<file path="config.mk">
export PLATFORM = sky130hd
export DESIGN_NAME = bb3_mean
export DESIGN_NICKNAME = d
export VERILOG_FILES = /design/src/design/bb3_pkg.sv /design/src/design/bb3_mean.sv
export SDC_FILE = /design/constraint.sdc
export NUM_CORES = 1
export LEC_CHECK = 0
export ABC_AREA = 1
export ABC_CLOCK_PERIOD_IN_PS = 7000
export BUFFER_PORTS_ARGS = -buffer_cell sky130_fd_sc_hd__buf_2
export CAP_MARGIN = 25
export CORE_MARGIN = 4
export CORE_UTILIZATION = 61
export DETAILED_ROUTE_END_ITERATION = 10
export PLACE_DENSITY = 0.78
export REMOVE_ABC_BUFFERS = 1
export SYNTH_ARGS = -nofsm -noshare
export SYNTH_HDL_FRONTEND = slang
export SYNTH_SLANG_ARGS = --single-unit
</file>
<file path="constraint.sdc">
create_clock -name clock -period 7 [get_ports clock]
set_clock_uncertainty 0.2 [all_clocks]
set_input_delay 0.35 -clock clock [delete_from_list [all_inputs] [get_ports clock]]
set_output_delay 0.35 -clock clock [all_outputs]
set_load 0.01 [all_outputs]
</file>
<file path="src/design/bb3_pkg.sv">
package bb3_pkg;

   // Longest image row that the line store holds.
   localparam int MAX_LINE_WIDTH = 1024;
   localparam int COL_W          = $clog2(MAX_LINE_WIDTH);

   // Fixed field and register widths.
   localparam int CHAN_W   = 8;
   localparam int PIX_W    = 3 * CHAN_W;
   localparam int WIDTH_W  = 11;
   localparam int HEIGHT_W = 16;
   localparam int CSR_IDX_W  = 8;
   localparam int CSR_DATA_W = 16;

   // Neighbourhood sums: up to nine channel values and a count of one to nine.
   localparam int SUM_W   = 12;
   localparam int COUNT_W = 4;
   localparam int NUM_W   = SUM_W + 1;

   // Reciprocal scaling for the rounded mean.
   localparam int RECIP_W     = 17;
   localparam int RECIP_SHIFT = 17;

   // Configuration register indexes.
   localparam logic [CSR_IDX_W-1:0] CSR_IMAGE_WIDTH  = 8'd0;
   localparam logic [CSR_IDX_W-1:0] CSR_IMAGE_HEIGHT = 8'd1;

   // One pixel, red in the lowest bits.
   typedef struct packed {
      logic [CHAN_W-1:0] blue;
      logic [CHAN_W-1:0] green;
      logic [CHAN_W-1:0] red;
   } pixel_type;

   // Per-channel neighbourhood sums.
   typedef struct packed {
      logic [SUM_W-1:0] blue;
      logic [SUM_W-1:0] green;
      logic [SUM_W-1:0] red;
   } sum_type;

   // Request to the mean unit: the sums and the number of neighbours.
   typedef struct packed {
      sum_type            sum;
      logic [COUNT_W-1:0] count;
   } mean_req_type;

   // What one accepted pixel has to produce, worked out when it is taken.
   typedef struct packed {
      logic do_first;
      logic do_edge;
      logic top_ok;
      logic bot_ok;
      logic col_ge1;
      logic col_ge2;
      logic last_row;
   } job_type;

   typedef enum logic [2:0] {
      ST_IDLE,
      ST_LOAD,
      ST_SUM,
      ST_MUL,
      ST_EMIT
   } state_type;

   // ceil(2^17 / (2 * count)); with numerators below 4600 the floor of the
   // scaled product equals the exact integer quotient.
   function automatic logic [RECIP_W-1:0] recip_of(input logic [COUNT_W-1:0] count);
      logic [RECIP_W-1:0] m;
      case (count)
         4'd1:    m = 17'd65536;
         4'd2:    m = 17'd32768;
         4'd3:    m = 17'd21846;
         4'd4:    m = 17'd16384;
         4'd5:    m = 17'd13108;
         4'd6:    m = 17'd10923;
         4'd7:    m = 17'd9363;
         4'd8:    m = 17'd8192;
         4'd9:    m = 17'd7282;
         default: m = '0;
      endcase
      return m;
   endfunction

endpackage

</file>
<file path="src/design/bb3_mean.sv">
module bb3_mean (
   input  logic                 clock,
   input  bb3_pkg::mean_req_type mean_req,
   output bb3_pkg::pixel_type    mean_pix
);
   import bb3_pkg::*;

   logic [RECIP_W-1:0]       recip;
   logic [NUM_W-1:0]         num_red;
   logic [NUM_W-1:0]         num_green;
   logic [NUM_W-1:0]         num_blue;
   logic [NUM_W+RECIP_W-1:0] prod_red;
   logic [NUM_W+RECIP_W-1:0] prod_green;
   logic [NUM_W+RECIP_W-1:0] prod_blue;
   pixel_type                pix_ff;

   // Rounded half up: (2*sum + count) / (2*count), by reciprocal multiplication.
   always_comb begin
      recip      = recip_of(mean_req.count);
      num_red    = {mean_req.sum.red, 1'b0} + NUM_W'(mean_req.count);
      num_green  = {mean_req.sum.green, 1'b0} + NUM_W'(mean_req.count);
      num_blue   = {mean_req.sum.blue, 1'b0} + NUM_W'(mean_req.count);
      prod_red   = (NUM_W+RECIP_W)'(num_red) * (NUM_W+RECIP_W)'(recip);
      prod_green = (NUM_W+RECIP_W)'(num_green) * (NUM_W+RECIP_W)'(recip);
      prod_blue  = (NUM_W+RECIP_W)'(num_blue) * (NUM_W+RECIP_W)'(recip);
   end

   // The quotient is registered straight after the multipliers.
   always_ff @(posedge clock) begin
      pix_ff.red   <= prod_red[RECIP_SHIFT +: CHAN_W];
      pix_ff.green <= prod_green[RECIP_SHIFT +: CHAN_W];
      pix_ff.blue  <= prod_blue[RECIP_SHIFT +: CHAN_W];
   end

   assign mean_pix = pix_ff;

endmodule

</file>
Yosys cells after proc, flatten, opt, wreduce, memory -nomap -nowiden --
Memories as Yosys holds them, arrays and structs flattened. Cells that the tools add are included. Widths: inputs -> output; s select.
Word-level totals: input port bits 41, ROM bits 272, output and inout port bits 24, memories kept 1, flip-flop bits (word level) 24, word-level logic and storage cells 10
Memory list:
- (name not given) | depth 16, bits a word 17, read ports 1, clocked after Yosys merged registers in 0, write ports 0, line bb3_pkg.sv:71 | case (count)
Cells by class: add/sub/neg operators 3, multiply operators 3
Operators with widths (number):
- $mul 13x17->25 | 3
- $add 13x4->13 | 3

Logic depth before layout (Yosys ltp) --
depth after elaboration 2, depth in mapped cells 33, mapped depth without buffers 32

Least setup slack after synthesis --
No wires, ideal clock.
kind input to register, start point input mean_req[0] (netlist bit), end point register pix_ff, in the netlist mean_pix[7], path buffers 2, setup slack 0.912 ns, stages 26, required time 6.688 ns, arrival 5.776 ns, library setup time 0.112 ns, cells stage by stage inv_1 > clkbuf_1 > ha_1 > nand2_1 > o22ai_2 > clkbuf_1 > nand2_1 > fa_1 > inv_1 > fa_1 > fa_1 > fa_1 > inv_1 > fa_1 > inv_1 > ha_1 > nand2_1 > nor2_1 > inv_1 > nor3_1 > nand2_1 > o211ai_1 > o21bai_1 > inv_1 > nand2_1 > nand2_1
On the way: word-level cells in the longest chain between the ends 2, elaborated cells on any way between the ends 3, those cells by class add/sub: 1; mul: 1; memory: 1
Ends and longest elaborated chain:
- start, declared | line bb3_mean.sv:3 | input bb3_pkg::mean_req_type mean_req,
- $add 13x4->13 or $mem_v2 16x17 (tied branches)
- $mul 13x17->25 * | line bb3_mean.sv:23 | prod_red = (NUM_W+RECIP_W)'(num_red) * (NUM_W+RECIP_W)'(recip);
- net prod_red[24] | line bb3_mean.sv:12 | logic [NUM_W+RECIP_W-1:0] prod_red;
- end, declared | line bb3_mean.sv:15 | pixel_type pix_ff;
Mark *: on every way through the listed nets, which the timed path passes. The rest lies on a longest branch.

Final worst setup path --
start point input mean_req[1] (netlist bit), end point register pix_ff, in the netlist mean_pix[4]
The elaborated chain is that of the path after synthesis.

==> reports/results.tsv <==
stage	metric	value	unit
setup_path	cp_common_cell	fa_1	
global_routing	gr-usage-all-layers	33.5	%
placed_design	dp.cells	3121	
synthesis	dominantRegCellSynth	dfxtp_1	
synthesis	async_flop_share	0	%
placed_design	routabilityCongestion	1.05	
drt	post-route-drc-count	0	
pwr	ir_drop	223	uV
timing	hold_violations	0	
global_routing	grt_pass1_vias	18300	
finish	synthToLayoutAreaGrowth	5.58	%
hold_path	hold_end	mean_pix[15]$_DFF_P_	
clock_network	cts.reportedPaths.clkPinSlew	0.09	ns
pwr	leakage	11.7	nW
finish	layout-drive-gt1-share	7.45	%
clock_network	cts.htree.levels	1	
global_routing	grt_max_degree	37	
setup_path	slowest_stage	fa_1	
clock_network	clockBufferDepth	2	
pwr	p_sw_share	59.8	%
finish	multi_input_area	0.0167	sq mm
timing	setup_viol	0	
global_routing	antenna_found_initial	0	
setup_path	crit_path_end_kind	register	
drt	wl_per_cell	18.6	microns
synthesis	ys_seq_area_share	2.38	%
setup_path	crit_type	in -> reg	
synthesis	ys_ff_latch	24	
pwr	pwr-share-clk	4.1	%
synthesis	ys_top_cells_by_area	fa_1 (47%), inv_1 (13%), nand2_1 (11%)	
synthesis	synth_cell_types	50	
clock_network	cts_sinks	24	
clock_network	ctsResizeCount	0	
setup_path	cp.arrival	6.61	ns
timing	fmax	0.152	GHz
pwr	power_density	232	mW/mm^2
clock_network	cts_setup_buffers	0	
placed_design	hpwl	49.8	mm
hold_path	min_from	mean_req[26]	
pwr	combPwrFrac	90.9	%
pwr	net-switching-power	2.95	mW
die	num_io_pins	65	
finish	instances_no_fill	3125	
setup_path	worstSetupStartpointType	primary input	
setup_path	cpLargestDelayFamily	adder cells	
finish	fill_cells	2841	
timing	rsz0062_at_grt	no	
hold_path	hp-class	in -> reg	
hold_path	worstHoldPathCells	9	
synthesis	synth_top_cell_area_share	46.6	%
clock_network	cts_tree	yes	
synthesis	ys_top_cells_by_count	inv_1 (712), nand2_1 (584), fa_1 (471)	
setup_path	cp_max_fo	8	
setup_path	worstPathBufferInverterCount	7	
finish	largest_reg_flops	24	
synthesis	syn_area_per_cell	7.71	sq um
timing	fin_crit	6.58	ns
synthesis	synth-edff-count	0	
finish	antenna_cells	0	
flow_run	drv_cap	0	
timing	fin_setup_tns	0	ns
drt	routed_wl	58.0	mm
clock_network	cts_root_buf	clkbuf_16	
setup_path	required	7.03	ns
synthesis	synth_most_common_cell	inv_1	
die	rows	66	
pwr	p_int	1.99	mW
drt	drt_pre_antenna_iters	6	
synthesis	synth_area_leader_cell	fa_1	
timing	period_share	94.0	%
global_routing	grt_pass1_wl	94.2	mm
placed_design	port_buffers	64	
status	status	completed	
synthesis	ys_warn_count	0	
timing	relSlewSlack	43.6	%
finish	final_nets	3360	
pwr	p_seq_share	5.0	%
die	core-area	0.0326	sq mm
drt	vias_per_cell	5.49	
drt	ant_nets	0	
timing	drv_slew	0	
clock_network	numCtsBuffers	3	
die	die_x	190	microns
synthesis	synthCells	2623	
global_routing	grt_remaining_overflow	0	
die	start_util	62.0	%
timing	worst_pin_slew	0.843	ns
synthesis	syn-cell-area	0.0202	sq mm
setup_path	cp_slowest_stage_delay	0.53	ns
die	die_area	0.0361	sq mm
drt	vias	17200	
drt	drtIter0Drc	1359	
die	die_h	190	microns
clock_network	cts_hold_buf	0	
finish	seq_area	480	sq um
[how the worst max path moves through the flow]
stage	start	endpoint	slack, ns	cells past startpoint
floorplan	mean_req[0]	mean_pix[7]$_DFF_P_	0.68	26
global placement	mean_req[1]	mean_pix[4]$_DFF_P_	0.27	27
detailed placement	mean_req[1]	mean_pix[4]$_DFF_P_	0.17	27
CTS	mean_req[1]	mean_pix[4]$_DFF_P_	0.49	27
global route	mean_req[1]	mean_pix[4]$_DFF_P_	0.07	27
finish	mean_req[1]	mean_pix[4]$_DFF_P_	0.42	27
[cells in the final DEF (no fill, tap or decap), types with 5 or more instances in the layout]
master	instances
inv_1	712
nand2_1	584
fa_1	471
nor2_1	258
ha_1	164
nand3_1	72
buf_2	64
a21oi_1	60
buf_4	53
dfxtp_1	24
o21ai_0	23
xor2_1	23
inv_2	20
nand2_2	17
nand4_1	16
nor3_1	13
nor2_2	8
o21bai_1	8
a21o_1	7
nand3b_1	6
or2_2	5
nor2_4	5
o21ai_2	5
xnor2_1	5
[per-stage QoR]
step / total power [mW] / hold WS [ns] / util (%) / instance area (sq um) / worst slack (ns)
2_1_floorplan: 3.51 / 0.454 / - / 20000 / 0.682
3_5_place_dp: 4.72 / 0.546 / 65.1 / 21200 / 0.167
5_1_grt: 5.64 / 0.774 / 65.4 / 21300 / 0.0653
6_report: 4.94 / 0.663 / 65.4 / 21300 / 0.422
3_3_place_gp: 4.60 / 0.545 / 65.1 / 21200 / 0.274
4_1_cts: 4.95 / 0.673 / 65.4 / 21300 / 0.495
[logic make-up (layout without fill, tap and decap cells)]
| group | Yosys count | in the layout | synth area share [%] |
|---|---|---|---|
| compound gates | 136 | 136 | 4.08 |
| xor+xnor | 30 | 30 | 1.37 |
| fa+ha+maj | 635 | 635 | 56.8 |
| buf+inv | 797 | 857 | 14.9 |
| flops | 24 | 24 | 2.38 |
| simple gates | 1001 | 1001 | 20.5 |
[metal layers]
layer	vias to the layer above	part of all wire [%]	GRT usage (%)
li1	7693	-	-
met1	8361	37	41.6
met5	-	0	0
met2	860	47	55.3
met3	237	9.6	7.32
met4	0	6.9	17.8
[layout make-up]
class | count | share of cell area [%]
clock inverters | 1 | 0.141
well taps | 442 | 2.59
clock buffers | 3 | 0.352
flip-flops and latches | 24 | 2.25
inverters | 736 | 13.0
repair buffers | 117 | 3.36
multi-input cells | 1802 | 78.3
[power groups by stage]
stage          Sequential (mW)  Clock [mW]  Combinational [mW]
6_report                 0.246       0.203                4.50
5_1_grt                  0.254       0.207                5.18
4_1_cts                  0.248       0.205                4.50
3_5_place_dp             0.251           0                4.47
3_3_place_gp             0.250           0                4.35
2_1_floorplan            0.289           0                3.22
Note: power is estimated with default switching activity, not from simulation.
